[config.mk]
export PLATFORM = sky130hd
export DESIGN_NAME = gregorian_date_unit
export DESIGN_NICKNAME = d
export VERILOG_FILES = /design/src/rtl/gdu_pkg.sv /design/src/rtl/gdu_ctrl.sv /design/src/rtl/gdu_dpath.sv /design/src/rtl/gregorian_date_unit.sv
export VERILOG_INCLUDE_DIRS = /design/src /design/src/rtl
export SDC_FILE = /design/constraint.sdc
export NUM_CORES = 1
export LEC_CHECK = 0
export ABC_AREA = 0
export BUFFER_PORTS_ARGS = -buffer_cell sky130_fd_sc_hd__buf_2
export CAP_MARGIN = 5
export CORE_ASPECT_RATIO = 2
export CORE_MARGIN = 2
export CORE_UTILIZATION = 50
export DETAILED_ROUTE_END_ITERATION = 8
export HOLD_SLACK_MARGIN = 0.06
export MAX_ROUTING_LAYER = met4
export PLACE_DENSITY = 0.67
export SLEW_MARGIN = 20
export SYNTH_ARGS = -nofsm -noshare
export SYNTH_HDL_FRONTEND = slang
export SYNTH_SLANG_ARGS = --single-unit
[constraint.sdc]
create_clock -name clk_i -period 9.76 [get_ports clk_i]
set_clock_uncertainty 0.2 [all_clocks]
set_input_delay 1.464 -clock clk_i [delete_from_list [all_inputs] [get_ports clk_i]]
set_output_delay 1.464 -clock clk_i [all_outputs]
set_load 0.01 [all_outputs]
[src/rtl/assert_macros.svh]
// Assertion helpers for the date unit. Both sample on the rising clock edge
// and stay quiet while reset is asserted.
`ifndef ASSERT_MACROS_SVH
`define ASSERT_MACROS_SVH

// Property that must hold at every sampled edge.
`define GDU_ASSERT(lbl, prop) \
  lbl: assert property (@(posedge clk_i) disable iff (!rst_ni) (prop)) \
    else $error("date unit assertion failed");

// Consequence that must hold in the cycle after the antecedent.
`define GDU_ASSERT_NEXT(lbl, ante, cons) \
  lbl: assert property (@(posedge clk_i) disable iff (!rst_ni) (ante) |=> (cons)) \
    else $error("date unit assertion failed");

`endif

[src/rtl/gdu_pkg.sv]
package gdu_pkg;

  localparam int unsigned DAY_W   = 5;
  localparam int unsigned MON_W   = 4;
  localparam int unsigned YEAR_W  = 14;
  localparam int unsigned SHIFT_W = 17;
  localparam int unsigned DN_W    = 23;
  localparam int unsigned DIFF_W  = 23;
  localparam int unsigned WD_W    = 3;
  localparam int unsigned STEP_W  = 4;
  localparam int unsigned QY_W    = 8;
  localparam int unsigned RY_W    = 7;
  localparam int unsigned PROD_W  = 27;
  localparam int unsigned SHCMP_W = 22;

  localparam int unsigned MAX_YEAR_DEF  = 9999;
  localparam int unsigned MAX_SHIFT_DEF = 65535;

  localparam int unsigned DAYS_400Y = 146097;
  localparam int unsigned DAYS_100Y = 36524;
  localparam int unsigned DAYS_4Y   = 1461;
  localparam int unsigned DAYS_1Y   = 365;
  localparam int unsigned DIV_STEPS = 15;

  // floor(y * RECIP_100 / 2**RECIP_SH) equals y / 100 for every 14-bit y.
  localparam int unsigned RECIP_100 = 5243;
  localparam int unsigned RECIP_SH  = 19;

  localparam int DIFF_MAX = 2 ** (DIFF_W - 1) - 1;

  typedef enum logic [1:0] {
    FUNC_SET,
    FUNC_SHIFT,
    FUNC_DIFF,
    FUNC_CMP
  } func_e;

  typedef enum logic [1:0] {
    ERR_NONE,
    ERR_DATE,
    ERR_RANGE
  } err_e;

  typedef enum logic [1:0] {
    ORD_EARLIER,
    ORD_EQUAL,
    ORD_LATER
  } ord_e;

  typedef struct packed {
    logic              load;
    logic              shift_add;
    logic              div_init;
    logic              div_step;
    logic [STEP_W-1:0] step;
    logic              info_mul;
    logic              info_fix;
    logic              dby;
    logic              dn;
    logic              store_given;
    logic              diff_we;
    logic              ord_we;
    logic              walk;
    logic              store_walk;
    logic              mod_sum;
    logic              mod_fin;
    logic              set_err;
    err_e              err;
  } gdu_cmd_t;

  typedef struct packed {
    logic n_ok;
    logic given_ok;
    logic walk_more;
  } gdu_sts_t;

  typedef struct packed {
    logic [DN_W-1:0]   div;
    logic [YEAR_W-1:0] yinc;
  } div_step_t;

  function automatic logic [DAY_W-1:0] days_in_month(input logic [MON_W-1:0] m,
                                                     input logic leap);
    logic [DAY_W-1:0] n;
    case (m) inside
      4'd1, 4'd3, 4'd5, 4'd7, 4'd8, 4'd10, 4'd12: n = 5'd31;
      4'd4, 4'd6, 4'd9, 4'd11:                    n = 5'd30;
      4'd2:                                       n = leap ? 5'd29 : 5'd28;
      default:                                    n = 5'd0;
    endcase
    return n;
  endfunction

  // Days of a common year that come before the first of month m.
  function automatic logic [8:0] days_before_month(input logic [MON_W-1:0] m);
    logic [8:0] n;
    case (m)
      4'd2:    n = 9'd31;
      4'd3:    n = 9'd59;
      4'd4:    n = 9'd90;
      4'd5:    n = 9'd120;
      4'd6:    n = 9'd151;
      4'd7:    n = 9'd181;
      4'd8:    n = 9'd212;
      4'd9:    n = 9'd243;
      4'd10:   n = 9'd273;
      4'd11:   n = 9'd304;
      4'd12:   n = 9'd334;
      default: n = 9'd0;
    endcase
    return n;
  endfunction

  // One restoring-division step per entry: 400-year cycles (6 quotient bits),
  // centuries (2 bits), 4-year groups (5 bits), single years (2 bits). The
  // 2-bit stages stop at a quotient of 3, which covers the last day of a cycle.
  function automatic div_step_t step_div(input logic [STEP_W-1:0] step);
    div_step_t s;
    case (step)
      4'd0:    begin s.div = DN_W'(DAYS_400Y << 5); s.yinc = YEAR_W'(400 << 5); end
      4'd1:    begin s.div = DN_W'(DAYS_400Y << 4); s.yinc = YEAR_W'(400 << 4); end
      4'd2:    begin s.div = DN_W'(DAYS_400Y << 3); s.yinc = YEAR_W'(400 << 3); end
      4'd3:    begin s.div = DN_W'(DAYS_400Y << 2); s.yinc = YEAR_W'(400 << 2); end
      4'd4:    begin s.div = DN_W'(DAYS_400Y << 1); s.yinc = YEAR_W'(400 << 1); end
      4'd5:    begin s.div = DN_W'(DAYS_400Y);      s.yinc = YEAR_W'(400);      end
      4'd6:    begin s.div = DN_W'(DAYS_100Y << 1); s.yinc = YEAR_W'(100 << 1); end
      4'd7:    begin s.div = DN_W'(DAYS_100Y);      s.yinc = YEAR_W'(100);      end
      4'd8:    begin s.div = DN_W'(DAYS_4Y << 4);   s.yinc = YEAR_W'(4 << 4);   end
      4'd9:    begin s.div = DN_W'(DAYS_4Y << 3);   s.yinc = YEAR_W'(4 << 3);   end
      4'd10:   begin s.div = DN_W'(DAYS_4Y << 2);   s.yinc = YEAR_W'(4 << 2);   end
      4'd11:   begin s.div = DN_W'(DAYS_4Y << 1);   s.yinc = YEAR_W'(4 << 1);   end
      4'd12:   begin s.div = DN_W'(DAYS_4Y);        s.yinc = YEAR_W'(4);        end
      4'd13:   begin s.div = DN_W'(DAYS_1Y << 1);   s.yinc = YEAR_W'(2);        end
      4'd14:   begin s.div = DN_W'(DAYS_1Y);        s.yinc = YEAR_W'(1);        end
      default: begin s.div = '1;                    s.yinc = '0;                end
    endcase
    return s;
  endfunction

endpackage

[src/rtl/gdu_ctrl.sv]
module gdu_ctrl (
  input  logic               clk_i,
  input  logic               rst_ni,
  input  logic               start_i,
  input  gdu_pkg::func_e     func_i,
  input  gdu_pkg::gdu_sts_t  sts_i,
  output gdu_pkg::gdu_cmd_t  cmd_o,
  output logic               busy_o,
  output logic               done_o
);
  import gdu_pkg::*;

  typedef enum logic [3:0] {
    S_IDLE,
    S_SH_ADD,
    S_SH_INIT,
    S_DIV,
    S_INFO_MUL,
    S_INFO_FIX,
    S_DBY,
    S_DN,
    S_EVAL,
    S_WALK,
    S_MOD_SUM,
    S_MOD_FIN
  } state_e;

  state_e            state_q;
  func_e             func_q;
  logic [STEP_W-1:0] step_q;
  logic              done_q;

  always_ff @(posedge clk_i or negedge rst_ni) begin
    if (!rst_ni) begin
      state_q <= S_IDLE;
      func_q  <= FUNC_SET;
      step_q  <= '0;
      done_q  <= 1'b0;
    end else begin
      done_q <= 1'b0;
      unique case (state_q)
        S_IDLE: begin
          if (start_i) begin
            func_q  <= func_i;
            state_q <= (func_i == FUNC_SHIFT) ? S_SH_ADD : S_INFO_MUL;
          end
        end
        S_SH_ADD: begin
          if (sts_i.n_ok) begin
            state_q <= S_SH_INIT;
          end else begin
            state_q <= S_IDLE;
            done_q  <= 1'b1;
          end
        end
        S_SH_INIT: begin
          step_q  <= '0;
          state_q <= S_DIV;
        end
        S_DIV: begin
          if (step_q == STEP_W'(DIV_STEPS - 1)) begin
            state_q <= S_INFO_MUL;
          end else begin
            step_q <= step_q + STEP_W'(1);
          end
        end
        S_INFO_MUL: state_q <= S_INFO_FIX;
        S_INFO_FIX: state_q <= (func_q == FUNC_SHIFT) ? S_WALK : S_DBY;
        S_DBY: begin
          if (sts_i.given_ok) begin
            state_q <= S_DN;
          end else begin
            state_q <= S_IDLE;
            done_q  <= 1'b1;
          end
        end
        S_DN: state_q <= S_EVAL;
        S_EVAL: begin
          if (func_q == FUNC_SET) begin
            state_q <= S_MOD_SUM;
          end else begin
            state_q <= S_IDLE;
            done_q  <= 1'b1;
          end
        end
        S_WALK: begin
          if (!sts_i.walk_more) begin
            state_q <= S_MOD_SUM;
          end
        end
        S_MOD_SUM: state_q <= S_MOD_FIN;
        S_MOD_FIN: begin
          state_q <= S_IDLE;
          done_q  <= 1'b1;
        end
        default: state_q <= S_IDLE;
      endcase
    end
  end

  always_comb begin
    cmd_o      = '0;
    cmd_o.step = step_q;
    cmd_o.err  = ERR_NONE;
    unique case (state_q)
      S_IDLE:     cmd_o.load = start_i;
      S_SH_ADD: begin
        cmd_o.shift_add = sts_i.n_ok;
        cmd_o.set_err   = !sts_i.n_ok;
        cmd_o.err       = ERR_RANGE;
      end
      S_SH_INIT:  cmd_o.div_init = 1'b1;
      S_DIV:      cmd_o.div_step = 1'b1;
      S_INFO_MUL: cmd_o.info_mul = 1'b1;
      S_INFO_FIX: cmd_o.info_fix = 1'b1;
      S_DBY: begin
        cmd_o.dby     = sts_i.given_ok;
        cmd_o.set_err = !sts_i.given_ok;
        cmd_o.err     = ERR_DATE;
      end
      S_DN:       cmd_o.dn = 1'b1;
      S_EVAL: begin
        cmd_o.store_given = (func_q == FUNC_SET);
        cmd_o.diff_we     = (func_q == FUNC_DIFF);
        cmd_o.ord_we      = (func_q == FUNC_CMP);
      end
      S_WALK: begin
        cmd_o.walk       = sts_i.walk_more;
        cmd_o.store_walk = !sts_i.walk_more;
      end
      S_MOD_SUM:  cmd_o.mod_sum = 1'b1;
      S_MOD_FIN:  cmd_o.mod_fin = 1'b1;
      default:    cmd_o.load = 1'b0;
    endcase
  end

  assign busy_o = (state_q != S_IDLE);
  assign done_o = done_q;

endmodule

[src/rtl/gdu_dpath.sv]
module gdu_dpath #(
  parameter int unsigned MaxYear  = gdu_pkg::MAX_YEAR_DEF,
  parameter int unsigned MaxShift = gdu_pkg::MAX_SHIFT_DEF
) (
  input  logic                                clk_i,
  input  logic                                rst_ni,
  input  gdu_pkg::gdu_cmd_t                   cmd_i,
  output gdu_pkg::gdu_sts_t                   sts_o,
  input  logic [gdu_pkg::DAY_W-1:0]           day_i,
  input  logic [gdu_pkg::MON_W-1:0]           month_i,
  input  logic [gdu_pkg::YEAR_W-1:0]          year_i,
  input  logic signed [gdu_pkg::SHIFT_W-1:0]  shift_days_i,
  output logic [gdu_pkg::DAY_W-1:0]           cur_day_o,
  output logic [gdu_pkg::MON_W-1:0]           cur_month_o,
  output logic [gdu_pkg::YEAR_W-1:0]          cur_year_o,
  output logic [gdu_pkg::WD_W-1:0]            weekday_o,
  output logic signed [gdu_pkg::DIFF_W-1:0]   day_difference_o,
  output logic [1:0]                          order_o,
  output logic [1:0]                          error_o
);
  import gdu_pkg::*;

  localparam int unsigned SUM_W = DN_W + 2;
  localparam int unsigned SUB_W = DN_W + 1;
  localparam logic [DN_W-1:0] LastDn =
      DN_W'(365 * MaxYear + MaxYear / 4 - MaxYear / 100 + MaxYear / 400);
  localparam logic [YEAR_W-1:0] MaxYearW = YEAR_W'(MaxYear);
  localparam logic signed [SHCMP_W-1:0] MaxShiftS = SHCMP_W'(MaxShift);

  // Stored date and its day number (1.1.0001 is day 1).
  logic [DAY_W-1:0]  st_day_q;
  logic [MON_W-1:0]  st_mon_q;
  logic [YEAR_W-1:0] st_year_q;
  logic [DN_W-1:0]   cur_dn_q;
  logic [WD_W-1:0]   wd_q;

  logic [DAY_W-1:0]          g_day_q;
  logic [MON_W-1:0]          g_mon_q;
  logic [YEAR_W-1:0]         g_year_q;
  logic signed [SHIFT_W-1:0] shift_q;
  logic [YEAR_W-1:0]         y_w_q;
  logic [PROD_W-1:0]         prod_q;
  logic [QY_W-1:0]           qy_q;
  logic [RY_W-1:0]           ry_q;
  logic                      leap_q;
  logic [DN_W-1:0]           acc_q;
  logic [DN_W-1:0]           rem_q;
  logic [MON_W-1:0]          mm_q;
  logic [5:0]                m7_q;
  logic signed [DIFF_W-1:0]  diff_q;
  ord_e                      order_q;
  err_e                      err_q;

  logic signed [SHCMP_W-1:0] sh_ext;
  logic signed [SHCMP_W-1:0] sh_clamp;
  logic signed [SUM_W-1:0]   sh_sum;
  div_step_t                 dstep;
  logic [QY_W-1:0]           qy_n;
  logic [YEAR_W-1:0]         ry_n;
  logic                      leap_n;
  logic [YEAR_W-1:0]         p_yr;
  logic [QY_W-1:0]           qp;
  logic [SUB_W-1:0]          dby;
  logic [DN_W-1:0]           dn_n;
  logic [DAY_W-1:0]          g_dim;
  logic [DAY_W-1:0]          w_dim;
  logic signed [SUB_W-1:0]   dd;
  logic signed [DIFF_W-1:0]  dd_sat;
  logic [DN_W:0]             wd_src;
  logic [5:0]                oct_sum;
  logic [3:0]                fold;

  // Shift path: clamp the request, add it to the day number, range check.
  always_comb begin
    sh_ext = SHCMP_W'(shift_q);
    if (sh_ext > MaxShiftS) begin
      sh_clamp = MaxShiftS;
    end else if (sh_ext < -MaxShiftS) begin
      sh_clamp = -MaxShiftS;
    end else begin
      sh_clamp = sh_ext;
    end
    sh_sum = $signed({2'b00, cur_dn_q}) + SUM_W'(sh_clamp);
  end

  assign sts_o.n_ok = (sh_sum >= SUM_W'(1)) && (sh_sum <= $signed({2'b00, LastDn}));

  assign dstep = step_div(cmd_i.step);

  // Year analysis: y / 100 through the reciprocal product, then leap year.
  always_comb begin
    qy_n   = prod_q[RECIP_SH +: QY_W];
    ry_n   = y_w_q - YEAR_W'({6'd0, qy_n} * 14'd100);
    leap_n = (ry_n == '0) ? (qy_n[1:0] == 2'b00) : (y_w_q[1:0] == 2'b00);
  end

  // Days before 1.1 of year y (p = y - 1, p / 100 from y / 100) and the given date's day number.
  always_comb begin
    p_yr = y_w_q - YEAR_W'(1);
    qp   = qy_q - QY_W'(ry_q == '0);
    dby  = SUB_W'(p_yr) * SUB_W'(DAYS_1Y) + SUB_W'(p_yr[YEAR_W-1:2])
         - SUB_W'(qp) + SUB_W'(qp[QY_W-1:2]);
    dn_n = acc_q + DN_W'(days_before_month(g_mon_q))
         + DN_W'(leap_q && (g_mon_q > 4'd2)) + DN_W'(g_day_q);
  end

  assign g_dim = days_in_month(g_mon_q, leap_q);
  assign sts_o.given_ok = (g_year_q != '0) && (g_year_q <= MaxYearW)
                        && (g_day_q != '0) && (g_day_q <= g_dim);

  assign w_dim = days_in_month(mm_q, leap_q);
  assign sts_o.walk_more = (mm_q != 4'd12) && (rem_q >= DN_W'(w_dim));

  always_comb begin
    dd = $signed({1'b0, cur_dn_q}) - $signed({1'b0, acc_q});
    if (dd > SUB_W'(DIFF_MAX)) begin
      dd_sat = DIFF_W'(DIFF_MAX);
    end else if (dd < -SUB_W'(DIFF_MAX) - SUB_W'(1)) begin
      dd_sat = -DIFF_W'(DIFF_MAX) - DIFF_W'(1);
    end else begin
      dd_sat = dd[DIFF_W-1:0];
    end
  end

  // Weekday: 8 is 1 modulo 7, so summing octal digits keeps the residue.
  always_comb begin
    wd_src  = {1'b0, cur_dn_q - DN_W'(1)};
    oct_sum = '0;
    for (int i = 0; i < 8; i++) begin
      oct_sum = oct_sum + 6'(wd_src[3*i +: 3]);
    end
    fold = 4'(m7_q[5:3]) + 4'(m7_q[2:0]);
  end

  always_ff @(posedge clk_i or negedge rst_ni) begin
    if (!rst_ni) begin
      st_day_q  <= DAY_W'(1);
      st_mon_q  <= MON_W'(1);
      st_year_q <= YEAR_W'(1);
      cur_dn_q  <= DN_W'(1);
      wd_q      <= '0;
    end else if (cmd_i.store_given) begin
      st_day_q  <= g_day_q;
      st_mon_q  <= g_mon_q;
      st_year_q <= g_year_q;
      cur_dn_q  <= acc_q;
    end else if (cmd_i.store_walk) begin
      st_day_q  <= rem_q[DAY_W-1:0] + DAY_W'(1);
      st_mon_q  <= mm_q;
      st_year_q <= y_w_q;
      cur_dn_q  <= acc_q;
    end else if (cmd_i.mod_fin) begin
      wd_q <= (fold >= 4'd7) ? WD_W'(fold - 4'd7) : WD_W'(fold);
    end
  end

  always_ff @(posedge clk_i) begin
    if (cmd_i.load) begin
      g_day_q  <= day_i;
      g_mon_q  <= month_i;
      g_year_q <= year_i;
      shift_q  <= shift_days_i;
      y_w_q    <= year_i;
      diff_q   <= '0;
      order_q  <= ORD_EARLIER;
      err_q    <= ERR_NONE;
    end
    if (cmd_i.set_err) begin
      err_q <= cmd_i.err;
    end
    if (cmd_i.shift_add) begin
      acc_q <= sh_sum[DN_W-1:0];
    end
    if (cmd_i.div_init) begin
      rem_q <= acc_q - DN_W'(1);
      y_w_q <= YEAR_W'(1);
      mm_q  <= MON_W'(1);
    end
    if (cmd_i.div_step && (rem_q >= dstep.div)) begin
      rem_q <= rem_q - dstep.div;
      y_w_q <= y_w_q + dstep.yinc;
    end
    if (cmd_i.info_mul) begin
      prod_q <= PROD_W'(y_w_q) * PROD_W'(RECIP_100);
    end
    if (cmd_i.info_fix) begin
      qy_q   <= qy_n;
      ry_q   <= ry_n[RY_W-1:0];
      leap_q <= leap_n;
    end
    if (cmd_i.dby) begin
      acc_q <= dby[DN_W-1:0];
    end
    if (cmd_i.dn) begin
      acc_q <= dn_n;
    end
    if (cmd_i.diff_we) begin
      diff_q <= dd_sat;
    end
    if (cmd_i.ord_we) begin
      order_q <= (cur_dn_q < acc_q) ? ORD_EARLIER
               : ((cur_dn_q == acc_q) ? ORD_EQUAL : ORD_LATER);
    end
    if (cmd_i.walk) begin
      rem_q <= rem_q - DN_W'(w_dim);
      mm_q  <= mm_q + MON_W'(1);
    end
    if (cmd_i.mod_sum) begin
      m7_q <= oct_sum;
    end
  end

  assign cur_day_o        = st_day_q;
  assign cur_month_o      = st_mon_q;
  assign cur_year_o       = st_year_q;
  assign weekday_o        = wd_q;
  assign day_difference_o = diff_q;
  assign order_o          = order_q;
  assign error_o          = err_q;

endmodule

[src/rtl/gregorian_date_unit.sv]
// Gregorian date unit: holds one date (1.1.0001, a Monday, after reset) and
// takes one command per beat when start_i is high and busy_o is low. The
// result beat is marked by done_o high for exactly one cycle and stays on
// the output ports until the next command is taken; since the receiver
// cannot stall, a new start is taken in that same cycle. A shift out of
// range ends at the range check, and a given date that fails the check ends
// after the leap-year analysis. A successful shift runs the day-number to
// date conversion: 15 restoring-division steps on the day count, a leap-year
// analysis and a month walk of one month per cycle.
`include "assert_macros.svh"

module gregorian_date_unit #(
  parameter int unsigned MaxYear  = gdu_pkg::MAX_YEAR_DEF,
  parameter int unsigned MaxShift = gdu_pkg::MAX_SHIFT_DEF
) (
  input  logic                                clk_i,
  input  logic                                rst_ni,
  input  logic                                start_i,
  output logic                                busy_o,
  input  logic [1:0]                          func_i,
  input  logic [gdu_pkg::DAY_W-1:0]           day_i,
  input  logic [gdu_pkg::MON_W-1:0]           month_i,
  input  logic [gdu_pkg::YEAR_W-1:0]          year_i,
  input  logic signed [gdu_pkg::SHIFT_W-1:0]  shift_days_i,
  output logic                                done_o,
  output logic [gdu_pkg::DAY_W-1:0]           cur_day_o,
  output logic [gdu_pkg::MON_W-1:0]           cur_month_o,
  output logic [gdu_pkg::YEAR_W-1:0]          cur_year_o,
  output logic [gdu_pkg::WD_W-1:0]            weekday_o,
  output logic signed [gdu_pkg::DIFF_W-1:0]   day_difference_o,
  output logic [1:0]                          order_o,
  output logic [1:0]                          error_o
);
  import gdu_pkg::*;

  gdu_cmd_t cmd;
  gdu_sts_t sts;
  logic     res_clean;

  gdu_ctrl u_ctrl (
    .clk_i   (clk_i),
    .rst_ni  (rst_ni),
    .start_i (start_i),
    .func_i  (func_e'(func_i)),
    .sts_i   (sts),
    .cmd_o   (cmd),
    .busy_o  (busy_o),
    .done_o  (done_o)
  );

  gdu_dpath #(
    .MaxYear  (MaxYear),
    .MaxShift (MaxShift)
  ) u_dpath (
    .clk_i            (clk_i),
    .rst_ni           (rst_ni),
    .cmd_i            (cmd),
    .sts_o            (sts),
    .day_i            (day_i),
    .month_i          (month_i),
    .year_i           (year_i),
    .shift_days_i     (shift_days_i),
    .cur_day_o        (cur_day_o),
    .cur_month_o      (cur_month_o),
    .cur_year_o       (cur_year_o),
    .weekday_o        (weekday_o),
    .day_difference_o (day_difference_o),
    .order_o          (order_o),
    .error_o          (error_o)
  );

  assign res_clean = (order_o == ORD_EARLIER) && (day_difference_o == '0);

  // A result beat only appears once the controller is back in idle.
  `GDU_ASSERT(a_done_idle, done_o |-> !busy_o)
  // done_o is only raised as the controller leaves a busy state, so result beats never touch.
  `GDU_ASSERT_NEXT(a_done_single, done_o, !done_o)
  // A failed check never leaves a difference or an ordering behind.
  `GDU_ASSERT(a_err_clean, done_o && (error_o != ERR_NONE) |-> res_clean)
  // The stored month and weekday stay legal through every update.
  `GDU_ASSERT(a_date_legal, (weekday_o <= 3'd6) && (cur_month_o != '0) && (cur_month_o <= 4'd12))

endmodule

=== Word-level counts from Yosys, hierarchy flattened ===
Memory sizes are Yosys's and may differ from the RTL's. A register that Yosys moved wholly into a read port is not among the register bits.
Index checks and enable logic that the tools add are counted.

* Memory bits (writable): 0
* Bits of input ports: 45
* Bits in latches: 0
* Memories: 2
* Logic and storage cells: 223
* Output and inout port bits: 55
* Bits in read-only memories: 736
* Register bits: 240

{| class="wikitable"
|+ Memories
! name !! words !! width !! read ports !! clocked after Yosys merged registers in !! write ports !! RTL line !! source
|-
| (name not given) || 16 || 37 || 1 || 0 || 0 || gdu_pkg.sv:119 || <nowiki>case (step)</nowiki>
|-
| (name not given) || 16 || 9 || 1 || 1 || 0 || gdu_pkg.sv:97 || <nowiki>case (m)</nowiki>
|}

* Div/mod/pow operators: 0
* Reduce and logical (&&, ||, !) cells: 36
* Add/sub/neg operators: 28
* Multiplexer cells: 68
* Multipliers: 3
* Shifts and indexed selects: 0
* Eq/ne operators: 46
* $lt $le $gt $ge: 13
* Bitwise operators: 2

{| class="wikitable"
|+ Operator list
! kind !! number
|-
| 2-to-1 mux 23 bit || 12
|-
| 2-to-1 mux 14 bit || 5
|-
| == test 4 bit, second input constant || 15
|-
| == test 4 x 3 -> 1 bit, second input constant || 12
|-
| subtractor 23 x 1 -> 23 bit, second input constant || 2
|-
| 2-to-1 mux 22 bit || 2
|-
| 2-to-1 mux 4 bit || 11
|-
| case mux 4 bit (11 select lines) || 1
|-
| 2-to-1 mux 5 bit || 8
|-
| adder 6 x 3 -> 6 bit || 5
|-
| multiplier 14 x 13 -> 27 bit, second input constant || 1
|-
| adder 24 x 22 -> 25 bit || 1
|-
| greater-or-equal comparator 25 x 2 -> 1 bit, second input constant || 1
|-
| <= comparator 25 x 23 -> 1 bit, second input constant || 1
|-
| == test 4 x 2 -> 1 bit, second input constant || 6
|-
| greater-than comparator 24 x 23 -> 1 bit, second input constant || 1
|-
| less-than comparator 24 x 23 -> 1 bit, second input constant || 1
|-
| subtractor 23 x 23 -> 24 bit || 1
|-
| adder 23 x 1 -> 23 bit || 1
|-
| adder 23 x 12 -> 23 bit || 1
|-
| adder 23 x 5 -> 23 bit || 1
|-
| adder 23 x 6 -> 23 bit || 1
|-
| adder 23 x 9 -> 23 bit || 1
|-
| == test 23 bit || 1
|-
| other kinds (51) || 104
|}

=== Longest topological paths before layout ===
* Depth in word-level cells: 10
* Mapped depth: 25
* Mapped depth without buffers: 25

=== Cells and area by module ===
Synthesis repeated with hierarchy kept, for this count alone.

* Cell total of the unflattened synthesis: 2,818
* Area, all modules: 26,080.0 um2

{| class="wikitable"
|+ By module, submodules not included
! module !! cells each !! area an instance (um2) !! times used !! seq. area each (um2)
|-
| gdu_dpath || 2,714 || 25,261.7 || 1 || 6,246.0
|-
| gdu_ctrl || 104 || 818.3 || 1 || 275.3
|}

=== Worst setup path before layout ===
No wires, ideal clock.

* Path type: register to register
* From: register u_dpath.y_w_q[1]
* To: register u_dpath.acc_q[21] (data pin)
* Cell stages (with the launch flop): 24
* Clock period less this slack: 7.284 ns
* Path slack: 2.476 ns
* Buffers on the path: 0
* Data required time: 9.282 ns
* Arrival time: 6.806 ns
* Library setup time: 0.278 ns
* Cells stage by stage: edfxtp_1 inv_1 ha_1 a21boi_0 nand2_1 xnor2_1 ha_1 inv_1 fa_1 fa_1 inv_1 fa_1 fa_1 ha_1 a2111oi_0 o21ai_1 a41oi_1 nor2_1 or3_1 a2111o_1 a41oi_1 xor2_1 o21ai_0 a21boi_0

* Word-level cells in the longest chain between the ends: 7

{| class="wikitable"
|+ Ends and longest elaborated chain
! item !! RTL line !! source
|-
| start, declared || gdu_dpath.sv:41 || <nowiki>logic [YEAR_W-1:0] y_w_q;</nowiki>
|-
| start signal, assigned || gdu_dpath.sv:163 || <nowiki>y_w_q <= year_i;</nowiki>
|-
| start signal, assigned || gdu_dpath.sv:181 || <nowiki>y_w_q <= y_w_q + dstep.yinc;</nowiki>
|-
| subtractor 14 x 1 -> 14 bit * || gdu_dpath.sv:99 || <nowiki>p_yr = y_w_q - YEAR_W'(1);</nowiki>
|-
| multiplier 14 x 9 -> 23 bit || gdu_dpath.sv:101 || <nowiki>dby = SUB_W'(p_yr) * SUB_W'(DAYS_1Y) + SUB_W'(p_yr[YEAR_W-1:2])</nowiki>
|-
| adder 23 x 12 -> 23 bit * || gdu_dpath.sv:101 ||
|-
| subtractor 23 x 8 -> 23 bit * || gdu_dpath.sv:102 || <nowiki>- SUB_W'(qp) + SUB_W'(qp[QY_W-1:2]);</nowiki>
|-
| adder 23 x 6 -> 23 bit * || gdu_dpath.sv:102 ||
|-
| 2-to-1 mux 23 bit * || gdu_dpath.sv:191 || <nowiki>if (cmd_i.dby) begin</nowiki>
|-
| 2-to-1 mux 23 bit * || gdu_dpath.sv:194 || <nowiki>if (cmd_i.dn) begin</nowiki>
|-
| end signal, assigned || gdu_dpath.sv:172 || <nowiki>acc_q <= sh_sum[DN_W-1:0];</nowiki>
|-
| end signal, assigned || gdu_dpath.sv:192 || <nowiki>acc_q <= dby[DN_W-1:0];</nowiki>
|-
| end signal, assigned || gdu_dpath.sv:195 || <nowiki>acc_q <= dn_n;</nowiki>
|-
| end, declared || gdu_dpath.sv:46 || <nowiki>logic [DN_W-1:0] acc_q;</nowiki>
|}

Mark *: on every way between the ends. The rest lies on a longest branch, timed or not.
A chain may end at the register's enable or synchronous reset.

=== Worst setup path after layout ===
Ends and elaborated chain as after synthesis.

==> results by group <==
Outcome
  • Status: finished, final reports clean

Synthesis
  • Post-synth EDFFs: 161
  • Simple-Gate Fraction of Synth Area: 0.116
  • Syn nets: 3,312
  • Seq/Total Area, Yosys: 0.249
  • Async S/R FF share, synth: 0.261
  • Synth Area in Adders: 0.305
  • Yosys warnings: 0
  • Synth area leader: edfxtp_1
  • Cell Area, Synth: 26,200 um^2
  • Synth Area in XOR/XNOR: 0.0749
  • Multiplexer area fraction after synthesis: 0.0458
  • Synthesized flop and latch total: 230
  • Post-synthesis compound-gate area fraction: 0.143
  • Post-synth top area share: 0.184
  • Largest family of logic cells by synthesized area: adder cells
  • Yosys cell types: 85
  • Syn avg cell area: 9.59 um^2
  • Most used DFF post-synth: edfxtp_1
  • Mapped Cells: 2,732
  • Ranking of synthesized cells by area: edfxtp_1, ha_1, fa_1, dfrtp_1, inv_1

Critical path
  • CP max FO: 9
  • Setup CP Type: flip-flop to flip-flop
  • Critical-path top delay cell: xnor2_1
  • WP data required: 9.89 ns
  • Most used cell, CP: fa_1
  • Startpoint types: flip-flop
  • Crit path largest cell delay: 0.79 ns
  • Arrival @ worst endpoint: 8.50 ns
  • Crit. End Element: flip-flop
  • Crit path cell chain: inv_1 > ha_1 > a21boi_0 > nand2_1 > xnor2_1 > ha_1 > inv_1 > fa_1 > fa_1 > inv_1 > fa_1 > fa_1 > ha_1 > a2111oi_0 > o21ai_1 > a41oi_1 > nor2_1 > or3_1 > a2111o_1 > a41oi_1 > xor2_1 > o21ai_0 > a21boi_0

Final layout
  • Share of cells above drive strength 1: 0.0979
  • Post-layout net count: 3,390
  • Area growth syn-to-layout: 8.17%
  • Design area: 28,400 um^2
  • Fillers: 4,649

Floorplanning
  • Height of the die: 328 um
  • DIE AREA: 54,400 um^2
  • Top Ports: 100
  • Width of the die: 166 um
  • Site Rows: 118
  • Initial core utilization: 0.506
  • Core area: 51,800 um^2

Drt
  • Via/cell ratio: 5.91
  • Detailed router's first-iteration violation count: 1,147
  • Post-route ant nets: 0
  • WL final: 78,400 um
  • Pre-antenna DRT Iters: 6
  • Number of remaining DRC errors: 0
  • Drt wl/cell: 22.5 um
  • Via Count: 20,600

STA
  • Relative slew margins: 0.258
  • Tcrit/Tclk final: 0.857
  • F_max: 120 MHz
  • Worst-Margin Slew: 1.11 ns
  • Min cycle time layout: 8.37 ns
  • Final Hold Fails: 0
  • Final setup viols: 0
  • RSZ-0062 raised after global routing: false
  • Setup TNS Final: 0 ns
  • Pins Over Slew Limit: 0

Clock network
  • TritonCTS sink count: 230
  • Worst skew pair latency: 0.60 ns
  • Clock tree from TritonCTS: built
  • Cts hold-fix bufs: 0
  • Setup Fix Bufs, Post-CTS: 0
  • CTS Buffer Depth: 3
  • Cts repair resizes: 0
  • H-tree levels: 1
  • CTS Root Cell: clkbuf_16
  • Cts bufs inserted: 25
  • CTS clk-pin slew, worst paths: 0.07 ns

Worst hold path
  • Min-delay worst type: flip-flop to flip-flop

Place
  • Post-DP Area: 27,400 um^2
  • Routability cong.: 0.959
  • Buffers on Ports: 99
  • Dpl hpwl: 65,400 um

Global route
  • Largest net degree at the start of global routing: 73
  • Vias in the first global route: 22,200
  • Initial antenna violation count: 1
  • Total global-route track usage: 0.298
  • Gr ovfl total: 0
  • First-pass GRT wire length: 122,000 um

Flow run
  • Max cap viols: 0
==> synth_stat cells (13+ instances only) <==
cell type / count
fa_1: 172
and3_1: 15
a31oi_1: 19
a21oi_1: 154
nor4_1: 30
a211oi_1: 38
clkbuf_1: 52
nand3_1: 70
mux2_4: 37
nand2b_1: 24
nor3_1: 43
nand2_1: 155
edfxtp_1: 161
mux2i_1: 25
o21bai_1: 20
o211ai_1: 13
inv_1: 371
xor2_1: 72
xnor2_1: 152
dfrtp_1: 56
ha_1: 363
nand4_1: 17
nor2_1: 154
mux2_2: 33
o21ai_0: 130
a21o_1: 80
a21boi_0: 14
nor2b_1: 45
o21a_1: 27
==> per-layer routing <==
metal,vias up,share of wire,GRT usage
li1,9671,-,-
met1,9997,0.32,0.271
met2,647,0.56,0.576
met3,304,0.037,0.0283
met4,0,0.084,0.207
met5,-,0,-
==> cell usage in the layout, fill, tap and decap left out, drive strengths merged, types with 71 or more instances in the layout <==
| cell | Yosys | final |
|---|---|---|
| a21oi | 154 | 154 |
| nand2 | 155 | 155 |
| xor2 | 72 | 72 |
| inv | 372 | 374 |
| nor2 | 154 | 154 |
| a21o | 81 | 81 |
| edfxtp | 161 | 161 |
| ha | 363 | 363 |
| fa | 172 | 172 |
| xnor2 | 152 | 152 |
| o21ai | 135 | 135 |
| nand3 | 71 | 71 |
| buf | 18 | 124 |
==> sequential cells by signal, summed over array words and instances, names as in the netlist, 5 cells and up, named ones only <==
| register | cells |
|---|---|
| u_dpath.prod_q | 8 |
| u_dpath.y_w_q | 14 |
| u_dpath.qy_q | 8 |
| u_dpath.g_day_q | 5 |
| u_dpath.cur_day_o | 5 |
| u_dpath.day_difference_o | 23 |
| u_dpath.cur_dn_q | 23 |
| u_dpath.shift_q | 17 |
| u_dpath.cur_year_o | 14 |
| u_dpath.rem_q | 23 |
| u_dpath.m7_q | 6 |
| u_dpath.ry_q | 7 |
| u_dpath.g_year_q | 14 |
| u_dpath.acc_q | 23 |
==> worst max-delay path: cells and delay by family (launching register included) <==
family | cells | cell delay [ns]
adders and majority gates | 7 | 2.93
AOI/OAI and AO/OA | 8 | 2.31
and+or+nand+nor | 3 | 0.63
DFF | 1 | 0.54
xor gates and xnor gates | 2 | 0.96
buffers and inverters | 3 | 0.54
==> layout make-up <==
type | count | area, um^2 | area share
clock buffers | 34 | 752 | 0.0265
multi-input cells | 2057 | 18000 | 0.634
flip-flops and latches | 230 | 6520 | 0.230
inverters | 372 | 1400 | 0.0493
clock inverters | 12 | 186 | 0.00658
well taps | 660 | 826 | 0.0291
diodes | 1 | 2.50 | 0.0000883
repair buffers | 124 | 683 | 0.0241
==> final timing paths <==
check	from	end	slack (ns)	cells after the start
max in group asynchronous	rst_ni	u_dpath.cur_year_o[8]$_DFFE_PN0P_	7.91	2
max	u_dpath.y_w_q[1]$_DFFE_PP_	u_dpath.acc_q[21]$_DFFE_PP_	1.39	23
min in group asynchronous	rst_ni	u_dpath.weekday_o[0]$_DFFE_PN0P_	0.84	2
max reg2reg	u_dpath.y_w_q[1]$_DFFE_PP_	u_dpath.acc_q[21]$_DFFE_PP_	1.39	23
min reg2reg	u_dpath.weekday_o[0]$_DFFE_PN0P_	u_dpath.weekday_o[0]$_DFFE_PN0P_	0.28	2
min	u_dpath.weekday_o[0]$_DFFE_PN0P_	u_dpath.weekday_o[0]$_DFFE_PN0P_	0.28	2
==> kinds of logic after synthesis <==
family | count (synthesis)
buffers and inverters | 445
DFF | 230
AOI/OAI and AO/OA | 582
muxes | 96
adders and majority gates | 535
xor gates and xnor gates | 224
and+or+nand+nor | 620
==> stage by stage <==
stage                     utilization  hold slack [ns]  worst slack, ns  instances
after detailed placement        0.529            0.276             1.42       3443
after global routing            0.547            0.325            0.942       3490
after global placement          0.529            0.268             1.63       3443
after CTS                       0.547            0.291             1.41       3489
after floorplan                     -            0.254             2.48       2732
final                           0.547            0.283             1.39       3490
Power is left out: the tool's default activity adds up to more than one toggle a clock period on the data nets, which glitch-free logic cannot reach.
